File: src/sv/rpzp_ram.sv
// generic single write port ram with registered read
module rpzp_ram #(
  parameter int WIDTH = 8,
  parameter int DEPTH = 64
) (
  input  logic                     clk_i,
  input  logic                     we_i,
  input  logic [$clog2(DEPTH)-1:0] waddr_i,
  input  logic [WIDTH-1:0]         wdata_i,
  input  logic [$clog2(DEPTH)-1:0] raddr_i,
  output logic [WIDTH-1:0]         rdata_o
);

  logic [WIDTH-1:0] mem_q [DEPTH];
  logic [WIDTH-1:0] rdata_q;

  always_ff @(posedge clk_i) begin
    if (we_i) begin
      mem_q[waddr_i] <= wdata_i;
    end
    rdata_q <= mem_q[raddr_i];
  end

  assign rdata_o = rdata_q;

endmodule

File: config.mk
export PLATFORM = sky130hd
export DESIGN_NAME = rpzp_ram
export DESIGN_NICKNAME = d
export VERILOG_FILES = /design/src/sv/rpzp_ram.sv
export SDC_FILE = /design/constraint.sdc
export NUM_CORES = 1
export LEC_CHECK = 0
export BUFFER_PORTS_ARGS = -buffer_cell sky130_fd_sc_hd__buf_2
export CORE_MARGIN = 2
export CORE_UTILIZATION = 37
export CTS_BUF_LIST = sky130_fd_sc_hd__clkbuf_16
export DETAILED_ROUTE_END_ITERATION = 12
export PLACE_DENSITY_LB_ADDON = 0.2
export REMOVE_ABC_BUFFERS = 1
export SYNTH_ARGS = -nofsm -noshare
export SYNTH_HDL_FRONTEND = slang
export SYNTH_SLANG_ARGS = --single-unit
File: constraint.sdc
create_clock -name clk_i -period 2.4 [get_ports clk_i]
set_clock_uncertainty 0.1 [all_clocks]
set_input_delay 0.12 -clock clk_i [delete_from_list [all_inputs] [get_ports clk_i]]
set_output_delay 0.12 -clock clk_i [all_outputs]
set_load 0.01 [all_outputs]
== After elaboration in Yosys (flattened, before gate mapping) ==
Memory sizes are Yosys's and may differ from the RTL's. A register that Yosys moved wholly into a read port is not among the register bits.
Cells that the tools add are included.
Cells by class
  add/sub/neg operators: 0
  multipliers: 0
  div/mod/pow operators: 0
  order comparisons: 0
  equality and inequality tests: 0
  shift operators: 0
  muxes and demuxes: 2
  bitwise logic cells: 0
  reduce and logical (&&, ||, !) cells: 0
Operators with widths (count)
  1-bit 2-to-1 mux: 2
Word-level totals
  flip-flop bits (word level): 0
  bits in latches: 0
  memory bits (writable): 512
  ROM bits: 0
  input port bits: 22
  output and inout bits: 8
  logic and storage cells: 3
  memories kept: 1
Memories
  mem_q: depth 64, bits a word 8, rd ports 1, clocked after memory_dff 1, wr ports 1, line 14  | logic [WIDTH-1:0] mem_q [DEPTH];

== Logic depth before layout (Yosys ltp) ==
  word-level depth: 2
  mapped depth: 9
  depth with buffers taken out: 5

== Least setup slack after synthesis ==
No wires, ideal clock.
  path type: in2reg
  start point: input port raddr_i[1]
  end point: register rdata_q[3] (netlist: rdata_o[3]), read port of mem_q
  arrival: 1660 ps
  path slack: 512 ps
  cell stages on the path: 7
  path through: buf_4 -> buf_2 -> buf_2 -> mux4_2 -> mux4_2 -> o21ai_1 -> o41ai_1
RTL lines
  start: declaration: line 10  | input logic [$clog2(DEPTH)-1:0] raddr_i,
  end: declaration: line 15  | logic [WIDTH-1:0] rdata_q;

==> metrics <==
worst-path maximum fanout=1; count of buffers added by post-CTS timing repair for setup=0; cell class contributing the biggest share of worst-path delay=compound AO/OA/AOI/OAI gates; Max stage delay cell, worst path=sky130_fd_sc_hd__a2111oi_0; Sequential Power Share=between 50% and 60%; die height=~240 um; core area=around 0.054 mm2; type of origin of the critical path=register; internal power=between 10 and 15 mW; via count=between 9,000 and 10,000; routing layer with the top usage in global route=met2; DRC violation count after routing=0; max cap viols=0; Critical Path Sink Type=register; post-layout minimum cycle time=approximately 2.2 ns; pin slew with the least headroom to its limit=about 0.77 ns; drt first-iter violations=slightly above 800; Storage cell area=about 0.016 mm2; largest net degree at the start of global routing=65; Final Non-Filler Cells=1,851; Placement Rows=85; power density over cell area=between 700 and 800 mW/mm2; antenna violations before repair=0; setup repair after global routing missed its margin=no; via/cell ratio=5.301; met2 capacity usage during global routing=27.70%; number of global-route vias before repair=slightly above 10,000; outcome=completed; area growth from synthesis to layout=17.35%; number of synthesized register bits=520; Net Sw Power=4.039 mW; power after layout=around 19 mW; worst vdd rail ir drop=0.4691 mV; final period utilization=between 90% and 100%; GRT Residual Overflow=0; starting density of the core=between 30% and 40%; fraction of power spent switching nets=21.67%; Synth Area per Inst=~21 um2; die extent in x=~240 um; estimated wirelength of the detail-placed design=approximately 31 mm; placement-stage cell area=between 0.02 and 0.025 mm2; final number of setup-violating endpoints=0; Main synth FF type=sky130_fd_sc_hd__edfxtp_1; fraction of final layout cells with drive strength greater than 1=32.21%; number of distinct library cells after synthesis=40; required time at the worst-slack endpoint=about 2.8 ns; met1 Resource Use GR=between 20% and 30%; static power due to leakage=roughly 7.7 nW; Warnings, synthesis=0; clock slew at the register clock pins of the worst setup and hold paths=0.06 ns; sequential area share after synthesis=between 70% and 80%; Buf+Inv Stages, Crit Path=1; FFs w/ async S/R, synth=0%; number of enable-type register cells in the synthesized netlist=~510; total count of hold-check failures in the final report=0; count of pins on the block boundary=30; maximum number of buffers from clock root to sink=3; final weighted congestion in routability-driven placement=between 0.7 and 0.8; residual antenna-violating net count after detailed routing=0; maximum operating frequency=0.4485 GHz; final routed wirelength across all metal layers=49.16 mm; net total in the final layout=approximately 1,100; Global Route Usage Sum=between 10% and 20%; worst slew slack as a fraction of its limit=47.37%; class of the tightest hold or removal check=in2reg; part of the total power dissipated in the clock network=about two fifths; instance count after placement with tap cells included=about 1,700; critical path class=reg2reg; total clock buffers created by CTS=between 50 and 60; Detailed Routing Iterations Pass 1=7; post-synthesis instance total=940; Final Max Tran Viols=0; Clock Latency Late Sink=about 0.60 ns; Data arrival, critical path=roughly 2.6 ns; PortBufs=29; multi-input gate area in the final layout=approximately 0.0043 mm2; final-layout fill cell count=between 4,000 and 5,000; utilization after layout=between 40% and 50%; final sum of negative setup slack=0 ns; root buffer cell=sky130_fd_sc_hd__clkbuf_16; Antenna Diode Count=0; CTS tree=yes; combinational cell fraction of total power=~5.6%; die area=approximately 0.056 mm2; CTS H-tree lvls=2; clock sinks=520; cell-by-cell trace of the critical path=mux4_2, nor2b_1, a2111oi_0, buf_4, o41ai_1; longest individual stage delay on the worst path=~0.70 ns; Syn Std Cell Area=between 0.02 and 0.025 mm2; global-route wire length before repair=72.46 mm; average routed wire per standard cell=about 27 um; Final Instance Area=roughly 0.024 mm2; met3 Track Usage GR=under 10%
[registers in the layout (all words and copies together) (netlist names)]
register,cells
mem_q,512
rdata_o,8
[worst reg2reg max path, delay by kind of cell, from the launching register on]
family          cells  cell delay, ns
compound gates      2            0.77
mux                 1            0.50
flops               1            0.36
buf+inv             1            0.22
simple gates        1            0.15
[final cells by class]
cell class                      count  share of cell area (%)
Multi-Input combinational cell    369                   18.24
Timing Repair Buffer              168                   5.832
Sequential cell                   520                   65.64
Clock buffer                       55                   5.816
Clock inverter                     43                  0.7931
Tap cell                          696                   3.680
[cells by family (layout without fill, tap and decap cells)]
family,Yosys count,in the layout,share of synthesized area (%)
DFF,520,520,77.03
muxes,162,162,15.94
and+or+nand+nor,153,153,3.387
AOI/OAI and AO/OA,54,54,2.072
buffers and inverters,51,266,1.570
[per-stage QoR]
stage	setup slack [ns]	hold WS, ns
4_1_cts	0.1001	0.02413
6_report	0.1704	0.03557
2_1_floorplan	0.6164	0.1189
5_1_grt	0.09327	0.05184
3_5_place_dp	-0.2330	0.4597
3_3_place_gp	-0.2157	0.4541
[layer usage]
layer,wire length [um],up-vias
met4,1006,0
met1,22910,5235
met2,22680,241
li1,-,4271
met5,0,-
met3,2561,66
[what timing repair did]
action | 4_1_cts | 5_1_grt
hold buffers | 6 | 0
resized for setup | 0 | 0
hold endpoints to repair | 140 | 0
[synth_stat cells (all sizes together) (3+ instances only)]
cell type / n / share of area [%]
nand2b: 7 / 0.22
nand3b: 3 / 0.11
nand3: 13 / 0.32
a22oi: 3 / 0.11
edfxtp: 512 / 76
nor2b: 14 / 0.43
dfxtp: 8 / 0.79
mux2: 13 / 0.73
nand2: 19 / 0.35
o21ai: 4 / 0.099
a21oi: 3 / 0.074
o2111ai: 3 / 0.13
a211oi: 4 / 0.15
buf: 34 / 1.3
clkbuf: 17 / 0.32
o2bb2ai: 3 / 0.13
o22ai: 8 / 0.25
nor2: 83 / 1.5
mux4: 126 / 14
o221ai: 8 / 0.35
mux2i: 23 / 1.1
a221oi: 6 / 0.26
nor3: 7 / 0.17
[cells in the final DEF (no fill, tap or decap), types with 9 or more instances in the layout]
| cell type | Yosys | routed |
|---|---|---|
| sky130_fd_sc_hd__buf_12 | 2 | 13 |
| sky130_fd_sc_hd__buf_2 | 11 | 26 |
| sky130_fd_sc_hd__buf_4 | 13 | 122 |
| sky130_fd_sc_hd__clkbuf_16 | 0 | 55 |
| sky130_fd_sc_hd__clkinv_1 | 0 | 9 |
| sky130_fd_sc_hd__clkinv_2 | 0 | 11 |
| sky130_fd_sc_hd__edfxtp_1 | 512 | 512 |
| sky130_fd_sc_hd__inv_1 | 0 | 20 |
| sky130_fd_sc_hd__mux2_2 | 13 | 13 |
| sky130_fd_sc_hd__mux2i_1 | 23 | 23 |
| sky130_fd_sc_hd__mux4_2 | 126 | 126 |
| sky130_fd_sc_hd__nand2_1 | 19 | 19 |
| sky130_fd_sc_hd__nand3_1 | 13 | 13 |
| sky130_fd_sc_hd__nor2_1 | 83 | 83 |
| sky130_fd_sc_hd__nor2b_1 | 14 | 14 |
[power groups by stage]
stage | Sequential [mW] | Combinational (mW) | Clock (mW)
after global routing | 10.1 | 1.12 | 8.04
after floorplan | 10.3 | 0.390 | 0
after CTS | 10.1 | 1.06 | 7.69
final | 10.1 | 1.05 | 7.50
after global placement | 10.3 | 1.04 | 0
after detailed placement | 10.3 | 1.05 | 0
[path summary, 6_finish.rpt]
path,from,endpoint,slack (ns),cells past startpoint
min,wdata_i[6],mem_q[32][6],0.04,1
max,mem_q[3][3],rdata_o[3],0.17,5
min reg2reg,mem_q[26][6],rdata_o[6],0.75,3
max reg2reg,mem_q[3][3],rdata_o[3],0.17,5
Power figures use the tool's default switching activity.
