`config.mk`:
```
export PLATFORM = sky130hd
export DESIGN_NAME = rpzp_div
export DESIGN_NICKNAME = d
export VERILOG_FILES = /design/src/sv/rpzp_pkg.sv /design/src/sv/rpzp_div.sv
export SDC_FILE = /design/constraint.sdc
export NUM_CORES = 1
export LEC_CHECK = 0
export BUFFER_PORTS_ARGS = -buffer_cell sky130_fd_sc_hd__buf_2
export CORE_MARGIN = 1.5
export CORE_UTILIZATION = 53
export DETAILED_ROUTE_END_ITERATION = 10
export PLACE_DENSITY = 0.84
export SYNTH_ARGS = -nofsm -noshare
export SYNTH_HDL_FRONTEND = slang
export SYNTH_SLANG_ARGS = --single-unit
```
`constraint.sdc`:
```
create_clock -name clk_i -period 4.89 [get_ports clk_i]
set_input_delay 1.2225 -clock clk_i [delete_from_list [all_inputs] [get_ports clk_i]]
set_output_delay 1.2225 -clock clk_i [all_outputs]
set_load 0.005 [all_outputs]
```
`src/sv/rpzp_pkg.sv`:
```
// shared types and constants of the rotate, project and depth-test plotter
package rpzp_pkg;

  localparam int SCREEN_WIDTH_DEF  = 80;
  localparam int SCREEN_HEIGHT_DEF = 40;

  // fixed arithmetic widths
  localparam int PW  = 24;  // coefficient times coordinate
  localparam int RW  = 26;  // rotated coordinate
  localparam int ZW  = 27;  // z with camera distance
  localparam int NW  = 39;  // projection numerator
  localparam int QW  = 9;   // projected column or row
  localparam int IXW = 2 * QW;
  localparam int DEPTH_SHIFT = 10;

  localparam logic [15:0] FAR_DEPTH  = 16'hFFFF;
  localparam logic [9:0]  CAM_RST    = 10'd200;
  localparam logic [7:0]  FOCAL_RST  = 8'd80;
  localparam logic [9:0]  HSHIFT_RST = 10'd40;
  localparam logic [7:0]  BG_RST     = 8'd32;

  typedef enum logic [2:0] {
    CFG_ROW_X  = 3'd0,
    CFG_ROW_Y  = 3'd1,
    CFG_ROW_Z  = 3'd2,
    CFG_CAMERA = 3'd3,
    CFG_FOCAL  = 3'd4,
    CFG_HSHIFT = 3'd5,
    CFG_BG     = 3'd6
  } cfg_idx_e;

  typedef enum logic [1:0] {
    ST_WRITTEN = 2'd0,
    ST_HIDDEN  = 2'd1,
    ST_OFF     = 2'd2,
    ST_READ    = 2'd3
  } status_e;

  typedef enum logic {
    FN_PLOT = 1'b0,
    FN_READ = 1'b1
  } func_e;

  typedef struct packed {
    logic          done;
    logic          off;
    logic [QW-1:0] quot;
  } div_res_t;

endpackage

```
`src/sv/rpzp_div.sv`:
```
// iterative divider giving a truncated quotient and an off-range flag
module rpzp_div
  import rpzp_pkg::*;
(
  input  logic                 clk_i,
  input  logic                 rst_ni,
  input  logic                 start_i,
  input  logic signed [NW-1:0] num_i,
  input  logic signed [ZW-1:0] den_i,
  output div_res_t             res_o
);

  localparam int CW = $clog2(QW + 1);

  logic [ZW-1:0]        rem_q;
  logic [ZW-1:0]        den_q;
  logic [QW-1:0]        low_q;
  logic [QW-1:0]        quot_q;
  logic [CW-1:0]        cnt_q;
  logic                 busy_q, done_q, off_q, neg_q;
  logic signed [NW:0]   sum;
  logic [NW-QW-1:0]     hi;
  logic                 neg, ovf, off;
  logic [ZW:0]          trial;
  logic                 ge;

  assign sum   = (NW+1)'(num_i) + (NW+1)'(den_i);
  assign neg   = num_i[NW-1];
  assign hi    = num_i[NW-1:QW];
  assign ovf   = !neg && (hi >= (NW-QW)'(den_i));
  // a negative numerator is off when the truncated quotient is minus one or less
  assign off   = neg ? (sum <= 0) : ovf;
  assign trial = {rem_q, low_q[QW-1]};
  assign ge    = trial >= {1'b0, den_q};

  always_ff @(posedge clk_i or negedge rst_ni) begin
    if (!rst_ni) begin
      busy_q <= 1'b0;
      done_q <= 1'b0;
      cnt_q  <= '0;
    end else begin
      done_q <= 1'b0;
      if (start_i) begin
        busy_q <= 1'b1;
        cnt_q  <= CW'(QW - 1);
        off_q  <= off;
        neg_q  <= neg;
        den_q  <= den_i;
        rem_q  <= ovf ? '0 : num_i[QW+ZW-1:QW];
        low_q  <= num_i[QW-1:0];
        quot_q <= '0;
      end else if (busy_q) begin
        rem_q  <= ge ? ZW'(trial - {1'b0, den_q}) : trial[ZW-1:0];
        low_q  <= {low_q[QW-2:0], 1'b0};
        quot_q <= {quot_q[QW-2:0], ge};
        if (cnt_q == '0) begin
          busy_q <= 1'b0;
          done_q <= 1'b1;
        end else begin
          cnt_q <= cnt_q - 1'b1;
        end
      end
    end
  end

  assign res_o.done = done_q;
  assign res_o.off  = off_q;
  assign res_o.quot = neg_q ? '0 : quot_q;

endmodule

```
======== Word-level counts from Yosys, hierarchy flattened ========
Cells that the tools add are included.
cells by class
  $add $sub $neg .......................... 3
  reductions and logical operators ........ 7
  multiplexer cells ....................... 18
  equality and inequality tests ........... 1
  order comparisons ....................... 3
operator list
  kind                                                              count
  two-way mux 27 bit                                                4
  adder 39 x 27 -> 40 bit                                           1
  less-or-equal comparator 40 x 1 -> 1 bit (second input constant)  1
  two-way mux 9 bit                                                 4
  greater-or-equal comparator 30 bit                                1
  greater-or-equal comparator 28 x 27 -> 1 bit                      1
  subtractor 27 bit                                                 1
  two-way mux 4 bit                                                 3
  two-way mux 1 bit                                                 7
  AND reduction 2 bit                                               3
  logical NOT 4 bit                                                 1
  subtractor 4 x 1 -> 4 bit (second input constant)                 1
  inequality test 2 bit (second input constant)                     1
  nonzero test 2 bit                                                1
  logical AND 1 bit                                                 1
  logical NOT 1 bit                                                 1
word-level totals
  output and inout bits ................... 11
  word-level logic and storage cells ...... 41
  input port bits ......................... 69
  register bits ........................... 80

======== Logic depth before layout (Yosys ltp) ========
Gate-level depths: netlist of the first run.
  depth in word-level cells ............... 4
  mapped depth ............................ 15
  mapped depth without buffers ............ 13

======== Least setup slack after synthesis of the first run ========
OpenSTA, ideal clock, no wires.
  path type ............................... input to register
  from .................................... input num_i[0]
  to ...................................... register off_q (data pin)
  slack ................................... 0.530 ns
  setup time .............................. 0.165 ns
  data arrival time ....................... 4.195 ns
  buffers on the path ..................... 0
  stages on the path ...................... 12
  required time ........................... 4.725 ns
  cell sequence ........................... ha_1 -> fa_1 -> or3b_1 -> a2111o_1 -> a311oi_2 -> nand4_1 -> a2111oi_2 -> nand4_1 -> or4_1 -> nor4_2 -> nand4_1 -> o31ai_2
between the ends
  cells in the longest elaborated chain, start to end .. 3
RTL lines
  element                                   line            source
  start: declaration                        rpzp_div.sv:8   input logic signed [NW-1:0] num_i,
  adder 39 x 27 -> 40 bit                   rpzp_div.sv:27  assign sum = (NW+1)'(num_i) + (NW+1)'(den_i);
  less-or-equal comparator 40 x 1 -> 1 bit  rpzp_div.sv:32  assign off = neg ? (sum <= 0) : ovf;
  two-way mux 1 bit                         rpzp_div.sv:32
  net off                                   rpzp_div.sv:23  logic neg, ovf, off;
  end signal: assignment                    rpzp_div.sv:46  off_q <= off;
  end: declaration                          rpzp_div.sv:20  logic busy_q, done_q, off_q, neg_q;
The timed path passes the listed nets, and every way through them passes these cells.
A chain may end at the register's enable or synchronous reset.

======== Worst setup path after layout of the first run ========
Same ends and word-level chain as after synthesis.

==> results.json, run 1 <==
{
  "slowest_delay_ns": 0.53,
  "drive_gt1_frac": 0.131,
  "fp.dieH_um": 127,
  "fill_cells": 1283,
  "grt_max_degree": 37,
  "n_antenna_cell": 0,
  "min_path_type": "reg -> reg",
  "r2r-start": "rem_q[1]$_DFFE_PP_",
  "dieArea_um2": 16100,
  "synth-async-reset-ratio": 0.0750,
  "worstSetupPathType": "in -> reg",
  "cp_slowest_cell": "or4_1",
  "slew_headroom": 0.449,
  "grt_antenna_before_repair": 0,
  "fmax_ghz": 0.224,
  "irDropWorstVdd_v": 0.000201,
  "synth_top_area_share": 0.273,
  "die_w_um": 127,
  "worstPathCellList": "buf_2, ha_1, fa_1, or3b_1, a2111o_1, a311oi_2, nand4_1, a2111oi_2, nand4_1, or4_1, nor4_2, nand4_1, o31ai_2",
  "final_antenna_net_count": 0,
  "r2r_end": "rem_q[14]$_DFFE_PP_",
  "drc": 0,
  "grt_pass1_vias": 7182,
  "cts_setup_buffers": 0,
  "holdBufCountCts": 0,
  "hold_depth": 2,
  "area_growth_pct": 10.9,
  "yosysSeqAreaShare": 0.291,
  "postSynthAreaPerCell_um2": 8.97,
  "r2r_setup_slack_ns": 0.90,
  "status": "completed",
  "numCtsBuffers": 9,
  "cts_num_sinks": 80,
  "cts_tree": "done",
  "viasPerCell": 6.42,
  "synth_ff_type": "edfxtp_1",
  "setup_viol": 0,
  "crit_top_cell": "nand4_1",
  "ys_top_cells_by_area": "edfxtp_1 (27%), ha_1 (15%), a21oi_1 (4.5%)",
  "startpoint_type": "primary input",
  "tightest_slew_ns": 0.827,
  "gp_congestion": 0.978,
  "rsz0062_at_grt": "false",
  "ys_types": 70,
  "track_usage": 0.283,
  "drt_iter0_drc": 624,
  "cts_buffer_depth": 2,
  "synthCells": 908,
  "netlist_area_um2": 8140,
  "path_clk_slew_ns": 0.07,
  "p_leak_nw": 4.01,
  "worstSetupEndpointType": "flip-flop",
  "final_max_slew_viol_count": 0,
  "hold_viol_final": 0,
  "clk_latency_ns": 0.35,
  "coreArea_um2": 15100,
  "grt_pass1_wl_mm": 35.9,
  "cts_resized": 0,
  "hpwl_mm": 17.7,
  "port_buffers": 79,
  "crit_arrival_ns": 4.66,
  "initial_core_util": 0.540,
  "yosys_warnings": 0,
  "finalCritPeriodShare": 0.914,
  "r2r_cells": 12,
  "grt_overflow": 0,
  "nets": 1140,
  "fin_area_um2": 9030,
  "io_pins": 80,
  "synth_edf_count": 74,
  "routed_wl_mm": 22.7,
  "synth.net_count": 1077,
  "wl_per_cell_um": 19.5,
  "cp.required_ns": 5.08,
  "yosysMostFrequentCell": "ha_1",
  "skew_ns": 0.0107,
  "firstDrtPassIters": 5,
  "vias": 7472,
  "postPlaceCellArea_um2": 8690,
  "crit_fanout": 3,
  "cts-root-buf": "clkbuf_16",
  "synthTopCellsByCount": "ha_1 (98), inv_1 (81), edfxtp_1 (74)",
  "post-synth-top-area-cell": "edfxtp_1",
  "synth-seq-cells": 80,
  "period_minus_slack_ns": 4.47,
  "tns_ns": 0,
  "hp-start": "cnt_q[3]$_DFFE_PN0P_",
  "drv_cap": 0,
  "holdPathEnd": "cnt_q[3]$_DFFE_PN0P_",
  "cts_max_level": 3,
  "rows": 45,
  "p_per_area_nw_per_um2": 345
}
## flip-flops by register name (all words and copies together), names as in the netlist
signal  count
den_q      27
done_q      1
low_q       9
cnt_q       4
quot_q      9
rem_q      27
busy_q      1
off_q       1
neg_q       1
## logic make-up (layout without fill, tap and decap cells)
family / count (synthesis) / in the layout / synth area share
flops: 80 / 80 / 0.291
fa+ha+maj: 100 / 100 / 0.156
buf+inv: 117 / 185 / 0.0575
simple gates: 251 / 251 / 0.160
mux: 44 / 44 / 0.0555
compound gates: 272 / 272 / 0.233
xor+xnor: 44 / 44 / 0.0473
## how the worst max path moves through the flow
| stage | from | to | slack (ns) | cells past startpoint |
|---|---|---|---|---|
| after global routing | num_i[0] | off_q$_DFFE_PP_ | 0.20 | 13 |
| after detailed placement | num_i[0] | off_q$_DFFE_PP_ | 0.11 | 13 |
| final | num_i[0] | off_q$_DFFE_PP_ | 0.42 | 13 |
| after global placement | num_i[0] | off_q$_DFFE_PP_ | 0.14 | 13 |
| after floorplan | num_i[0] | off_q$_DFFE_PP_ | 0.53 | 12 |
| after CTS | num_i[0] | off_q$_DFFE_PP_ | 0.46 | 13 |
## final cells by class
cell class | instances | area, um^2 | share of cell area
Multi-Input combinational cell | 711 | 5320 | 0.589
Sequential cell | 80 | 2370 | 0.263
Clock buffer | 10 | 229 | 0.0254
Tap cell | 188 | 235 | 0.0260
Clock inverter | 6 | 108 | 0.0119
Timing Repair Buffer | 88 | 463 | 0.0513
Inverter | 81 | 304 | 0.0337
## stage by stage
stage	std cells	util	total power, mW	hold slack (ns)	worst slack, ns
2_1_floorplan	908	-	1.97	0.488	0.530
3_5_place_dp	1148	0.576	2.30	0.525	0.109
6_report	1164	0.599	3.12	0.534	0.419
5_1_grt	1164	0.599	3.28	0.562	0.197
3_3_place_gp	1148	0.576	2.26	0.507	0.139
4_1_cts	1164	0.599	3.10	0.540	0.462
## placed cells by master, fill, tap and decap left out, types with 4 or more instances in the layout
cell,instances
a2111oi_0,5
a211oi_1,10
a21o_1,29
a21oi_1,73
a221o_1,5
a31oi_1,7
and2_1,7
and3_1,11
and4_1,4
buf_2,79
buf_4,9
clkbuf_16,9
dfrtp_1,6
edfxtp_1,74
ha_1,98
inv_1,81
mux2_2,9
mux2i_1,35
nand2_1,49
nand2b_1,6
nand3_1,22
nand4_1,27
nor2_1,56
nor2b_1,22
nor3_1,12
nor4_1,7
o211ai_1,7
o21a_1,13
o21ai_0,37
o21bai_1,12
o221ai_1,4
o2bb2ai_1,23
o31a_1,5
o31ai_1,5
or2_2,6
or3_1,9
xnor2_1,27
xor2_1,17
## layer usage
layer	share of wire	GRT usage	up-vias
li1	-	-	3549
met1	0.42	0.349	3547
met2	0.48	0.473	292
met3	0.055	0.0439	84
met4	0.049	0.158	0
met5	0	0	-
## where the power goes
group          switching [mW]  internal [mW]  leakage, nW
combinational           0.798          0.588         3.06
sequential             0.0653          0.884        0.792
clock                   0.283          0.497        0.162
total                    1.15           1.97         4.01
## critical path: cells and delay by family
kind	cells	cell delay, ns
fa+ha+maj	2	0.66
compound gates	4	1.16
simple gates	6	1.51
buf+inv	1	0.11
(Power assumes the default switching activity.)
==> run 2, diff against run 1 <==
--- a/config.mk
+++ b/config.mk
@@ -5,11 +5,14 @@
 export SDC_FILE = /design/constraint.sdc
 export NUM_CORES = 1
 export LEC_CHECK = 0
+export ABC_AREA = 1
 export BUFFER_PORTS_ARGS = -buffer_cell sky130_fd_sc_hd__buf_2
+export CELL_PAD_IN_SITES_DETAIL_PLACEMENT = 0
+export CELL_PAD_IN_SITES_GLOBAL_PLACEMENT = 1
 export CORE_MARGIN = 1.5
-export CORE_UTILIZATION = 53
+export CORE_UTILIZATION = 47
 export DETAILED_ROUTE_END_ITERATION = 10
-export PLACE_DENSITY = 0.84
+export PLACE_DENSITY = 0.95
 export SYNTH_ARGS = -nofsm -noshare
 export SYNTH_HDL_FRONTEND = slang
 export SYNTH_SLANG_ARGS = --single-unit
==> results.json, run 2 <==
{
  "status": "completed",
  "vias": 9133,
  "tightest_slew_ns": 1.14,
  "p_per_area_nw_per_um2": 297,
  "multi_input_area_um2": 5610,
  "crit_fanout": 28,
  "rows": 50,
  "path_clk_slew_ns": 0.07,
  "drt_iter0_drc": 656,
  "mostFrequentLayoutCell": "nand2_1",
  "wl_per_cell_um": 14.9,
  "startpoint_type": "primary input",
  "hpwl_mm": 22.1,
  "slowest_delay_ns": 0.74,
  "final_max_slew_viol_count": 0,
  "grt_pass1_wl_mm": 43.1,
  "top_regs": "den_q: 27 flops, rem_q: 27 flops",
  "tns_ns": 0,
  "final_cell_mix": "nand2_1 (479), inv_1 (284), nor2_1 (126), nand3_1 (102), ha_1 (98)",
  "synthCells": 1445,
  "area_growth_pct": 10.3,
  "dieArea_um2": 20300,
  "crit_arrival_ns": 3.75,
  "die_w_um": 143,
  "ys_top_cells_by_area": "edfxtp_1 (24%), nand2_1 (20%), ha_1 (13%)",
  "slew_headroom": 0.239,
  "cts_buffer_depth": 2,
  "grt_max_degree": 56,
  "yosysMostFrequentCell": "nand2_1",
  "numCtsBuffers": 9,
  "clk_latency_ns": 0.35,
  "coreArea_um2": 18900,
  "n_antenna_cell": 0,
  "p_leak_nw": 5.65,
  "crit_top_cell": "nand2_1",
  "grt_pass1_vias": 8785,
  "cts-root-buf": "clkbuf_16",
  "cts_max_level": 3,
  "synth_top_area_share": 0.243,
  "synth.net_count": 1614,
  "synth-async-reset-ratio": 0.0750,
  "rsz0062_at_grt": "false",
  "cts_num_sinks": 80,
  "initial_core_util": 0.485,
  "gp_congestion": 0.941,
  "track_usage": 0.270,
  "synthTopCellsByCount": "nand2_1 (479), inv_1 (284), nor2_1 (127)",
  "worstSetupPathType": "in -> reg",
  "cp.required_ns": 5.10,
  "postSynthAreaPerCell_um2": 6.34,
  "finalWorstSetupSlack_ns": 1.35,
  "port_buffers": 79,
  "netlist_area_um2": 9160,
  "skew_ns": 0.0115,
  "drc": 0,
  "synth-seq-cells": 80,
  "grt_overflow": 0,
  "hold_viol_final": 0,
  "total_power_mw": 3.00,
  "synth_ff_type": "edfxtp_1",
  "worstSetupEndpointType": "flip-flop",
  "setup_viol": 0,
  "ys_types": 47,
  "fill_cells": 1971,
  "min_path_type": "reg -> reg",
  "post-synth-top-area-cell": "edfxtp_1",
  "worstPathCellList": "buf_2, inv_1, ha_1, inv_1, nor3_1, nand2_1, nor2_1, nand2_1, nand3_1, a31oi_1, a21o_1, nand3_1, nand2_1",
  "synth_edf_count": 74,
  "cts_tree": "done",
  "period_minus_slack_ns": 3.54,
  "yosys_warnings": 0,
  "finalCritPeriodShare": 0.724,
  "nets": 1685,
  "viasPerCell": 5.13,
  "yosysSeqAreaShare": 0.259,
  "irDropWorstVdd_v": 0.000139,
  "fin_area_um2": 10100,
  "io_pins": 80,
  "cts_setup_buffers": 0,
  "cp_slowest_cell": "a21o_1",
  "cts_resized": 0,
  "postPlaceCellArea_um2": 9790,
  "grt_antenna_before_repair": 0,
  "fp.dieH_um": 143,
  "holdBufCountCts": 0,
  "firstDrtPassIters": 5,
  "routed_wl_mm": 26.4,
  "drv_cap": 0,
  "seq_area_um2": 2370,
  "drive_gt1_frac": 0.0723,
  "final_antenna_net_count": 0,
  "fmax_ghz": 0.282,
  "dp_slack_ns": 0.986
}
## run 2: cell count changes after synthesis, moves of 14 or more
cell / change
a21o_1: -22
clkbuf_1: -15
inv_1: +203
mux2i_1: -35
nand2_1: +430
nand3_1: +80
nand4_1: -14
nor2_1: +71
nor2b_1: -22
o21ai_0: -15
o21ai_1: +23
o2bb2ai_1: -23
xnor2_1: -17
## run 2: cell type report
| cell class | count | share of cell area |
|---|---|---|
| Multi-Input combinational cell | 1057 | 0.555 |
| Timing Repair Buffer | 80 | 0.0399 |
| Clock inverter | 6 | 0.00669 |
| Tap cell | 260 | 0.0322 |
| Inverter | 288 | 0.107 |
| Clock buffer | 10 | 0.0248 |
| Sequential cell | 80 | 0.235 |
## run 2: cells by family (layout without fill, tap and decap cells)
| group | after synthesis | count (layout) | share of synthesized area |
|---|---|---|---|
| DFF | 80 | 80 | 0.259 |
| AOI/OAI and AO/OA | 176 | 176 | 0.110 |
| and+or+nand+nor | 751 | 751 | 0.334 |
| adders and majority gates | 100 | 100 | 0.138 |
| buffers and inverters | 308 | 384 | 0.130 |
| xor gates and xnor gates | 30 | 30 | 0.0287 |
## run 2: routing by layer
layer  GRT usage  vias up  wire length, um
met4       0.108        0              752
met3      0.0288       54             1130
met1       0.349     4094            12000
met2       0.462      237            12600
met5           0        -                0
li1            -     4748                -
## run 2: worst paths after layout
| check | startpoint | to | slack [ns] | cells past startpoint |
|---|---|---|---|---|
| setup / recovery | den_i[26] | rem_q[9]$_DFFE_PP_ | 1.35 | 13 |
| hold / removal | low_q[7]$_DFFE_PP_ | low_q[8]$_DFFE_PP_ | 0.52 | 2 |
| setup reg to reg | rem_q[11]$_DFFE_PP_ | rem_q[0]$_DFFE_PP_ | 1.80 | 10 |
| hold reg to reg | low_q[7]$_DFFE_PP_ | low_q[8]$_DFFE_PP_ | 0.52 | 2 |
| max in group asynchronous | rst_ni | cnt_q[2]$_DFFE_PN0P_ | 3.85 | 1 |
| min in group asynchronous | rst_ni | cnt_q[0]$_DFFE_PN0P_ | 0.78 | 1 |
## run 2: critical path: cells and delay by family
family,cells,cell delay [ns]
fa+ha+maj,1,0.35
buf+inv,3,0.59
compound gates,2,0.88
simple gates,7,0.72
## run 2: per-stage QoR
stage	std cells	hold slack, ns	util
2_1_floorplan	1445	0.474	-
3_3_place_gp	1765	0.493	0.518
3_5_place_dp	1765	0.500	0.518
4_1_cts	1781	0.518	0.535
5_1_grt	1781	0.541	0.535
6_report	1781	0.517	0.535
## run 2: power by group
| part | internal, mW | total (mW) | switching [mW] | leakage (nW) |
|---|---|---|---|---|
| clock | 0.393 | 0.704 | 0.311 | 0.157 |
| sequential | 0.887 | 0.938 | 0.0504 | 0.792 |
| combinational | 0.478 | 1.36 | 0.878 | 4.70 |
==> run 3, diff against run 2 <==
--- a/config.mk
+++ b/config.mk
@@ -10,9 +10,9 @@
 export CELL_PAD_IN_SITES_DETAIL_PLACEMENT = 0
 export CELL_PAD_IN_SITES_GLOBAL_PLACEMENT = 1
 export CORE_MARGIN = 1.5
-export CORE_UTILIZATION = 47
+export CORE_UTILIZATION = 44
 export DETAILED_ROUTE_END_ITERATION = 10
-export PLACE_DENSITY = 0.95
+export PLACE_DENSITY = 0.94
 export SYNTH_ARGS = -nofsm -noshare
 export SYNTH_HDL_FRONTEND = slang
 export SYNTH_SLANG_ARGS = --single-unit
==> constraint.sdc (replaced) <==
create_clock -name clk_i -period 3.6 [get_ports clk_i]
set_input_delay 0.9 -clock clk_i [delete_from_list [all_inputs] [get_ports clk_i]]
set_output_delay 0.9 -clock clk_i [all_outputs]
set_load 0.005 [all_outputs]
==> results.json, run 3 (synthesized netlist as in run 2, its figures left out) <==
{
  "cts_max_level": 3,
  "fmax_ghz": 0.320,
  "top_regs": "den_q: 27 flops, rem_q: 27 flops",
  "cp.required_ns": 3.81,
  "setup_viol": 0,
  "area_growth_pct": 11.0,
  "skew_ns": 0.0113,
  "dp.cells": 1781,
  "cts_setup_buffers": 0,
  "final_cell_mix": "nand2_1 (479), inv_1 (284), nor2_1 (126), nand3_1 (102), ha_1 (98)",
  "total_power_mw": 4.08,
  "cts_num_sinks": 80,
  "io_pins": 80,
  "crit_arrival_ns": 3.34,
  "switchingPower_mw": 1.65,
  "numCtsBuffers": 9,
  "final_antenna_net_count": 0,
  "rsz0062_at_grt": "false",
  "status": "completed",
  "irDropWorstVdd_v": 0.000317,
  "drive_gt1_frac": 0.0760,
  "n_antenna_cell": 0,
  "grt_antenna_before_repair": 0,
  "fin_cells": 1797,
  "switching_share": 0.405,
  "fill_cells": 2147,
  "p_per_area_nw_per_um2": 402,
  "power_frac_seq": 0.312,
  "cts_buffer_depth": 2,
  "worstSetupPathType": "in -> reg",
  "gp_congestion": 0.956,
  "initial_core_util": 0.451,
  "nets": 1691,
  "rows": 52,
  "dieArea_um2": 21700,
  "grt_max_degree": 48,
  "cts-root-buf": "clkbuf_16",
  "p_leak_nw": 5.68,
  "startpoint_type": "primary input",
  "worstSetupEndpointType": "flip-flop",
  "p_clk_frac": 0.233,
  "die_w_um": 147,
  "holdBufCountCts": 0,
  "drt_iter0_drc": 604,
  "mostFrequentLayoutCell": "nand2_1",
  "grt_pass1_wl_mm": 43.0,
  "firstDrtPassIters": 6,
  "viasPerCell": 5.05,
  "p_comb_frac": 0.456,
  "grt_overflow": 0,
  "cts_tree": "done",
  "slew_headroom": 0.509,
  "tns_ns": 0,
  "clk_latency_ns": 0.35,
  "routed_wl_mm": 26.4,
  "grt_pass1_vias": 8626,
  "fin_area_um2": 10200,
  "tightest_slew_ns": 0.736,
  "track_usage": 0.250,
  "fp.dieH_um": 147,
  "hpwl_mm": 22.2,
  "finalCritPeriodShare": 0.869,
  "vias": 9071,
  "wl_per_cell_um": 14.7,
  "hold_viol_final": 0,
  "p_int_mw": 2.43,
  "port_buffers": 79,
  "fin_hold_ws_ns": 0.462,
  "r2r_cells": 10,
  "final_max_slew_viol_count": 0,
  "drc": 0,
  "path_clk_slew_ns": 0.07,
  "coreArea_um2": 20300,
  "min_path_type": "in -> async",
  "cts_resized": 0,
  "period_minus_slack_ns": 3.13,
  "crit_fanout": 15,
  "drv_cap": 0,
  "postPlaceCellArea_um2": 9860
}
==> run 3: changes by cell type in the layout (fill, tap and decap cells not counted), sizes merged <==
| cell | change |
|---|---|
| clkinvlp | +1 |
| buf | +6 |
| inv | -2 |
| bufinv | +1 |
==> run 3: metrics by stage <==
stage | worst slack, ns | util
floorplan | 0.496 | -
global placement | 0.177 | 0.486
detailed placement | 0.144 | 0.486
CTS | 0.483 | 0.501
global route | 0.275 | 0.501
finish | 0.473 | 0.501
==> run 3: cell type report <==
class / count / area, um^2 / share of cell area
Sequential cell: 80 / 2370 / 0.233
Inverter: 288 / 1080 / 0.106
Timing Repair Buffer: 86 / 460 / 0.0453
Tap cell: 270 / 338 / 0.0332
Clock buffer: 10 / 239 / 0.0235
Multi-Input combinational cell: 1057 / 5610 / 0.551
Clock inverter: 6 / 75.1 / 0.00738
==> run 3: worst paths after layout <==
path / from / endpoint / slack (ns)
setup / recovery: den_i[26] / off_q$_DFFE_PP_ / 0.47
hold / removal: rst_ni / cnt_q[0]$_DFFE_PN0P_ / 0.46
setup reg to reg: rem_q[11]$_DFFE_PP_ / rem_q[9]$_DFFE_PP_ / 0.53
hold reg to reg: low_q[1]$_DFFE_PP_ / low_q[2]$_DFFE_PP_ / 0.52
max in group asynchronous: rst_ni / cnt_q[2]$_DFFE_PN0P_ / 2.86
min in group clk_i: low_q[1]$_DFFE_PP_ / low_q[2]$_DFFE_PP_ / 0.52
==> run 3: power by group through the flow <==
stage                     Sequential [mW]  Clock [mW]  Combinational (mW)
after floorplan                      1.27           0                1.39
after global placement               1.29           0                1.82
after detailed placement             1.29           0                1.84
after CTS                            1.27       0.956                1.85
after global routing                 1.29       0.991                2.13
final                                1.27       0.950                1.86
==> run 3: worst max-delay path, cell delays in order <==
cell,delay (ns)
buf_2,0.25
ha_1,0.38
a21oi_1,0.26
inv_1,0.09
a21oi_1,0.24
nand2_1,0.12
a21oi_1,0.21
nand2_1,0.08
nand2_1,0.06
nand2_1,0.04
nor2_1,0.08
nand2_1,0.05
nor2_1,0.10
nand3_1,0.11
o21ai_1,0.23
nand2_1,0.08
nand2_1,0.06
==> run 3: per-layer routing <==
metal,global-route usage,vias up,share of wire
met5,0,-,0
met4,0.0940,0,0.031
met3,0.0227,51,0.034
met2,0.429,204,0.47
met1,0.326,4061,0.46
li1,-,4755,-
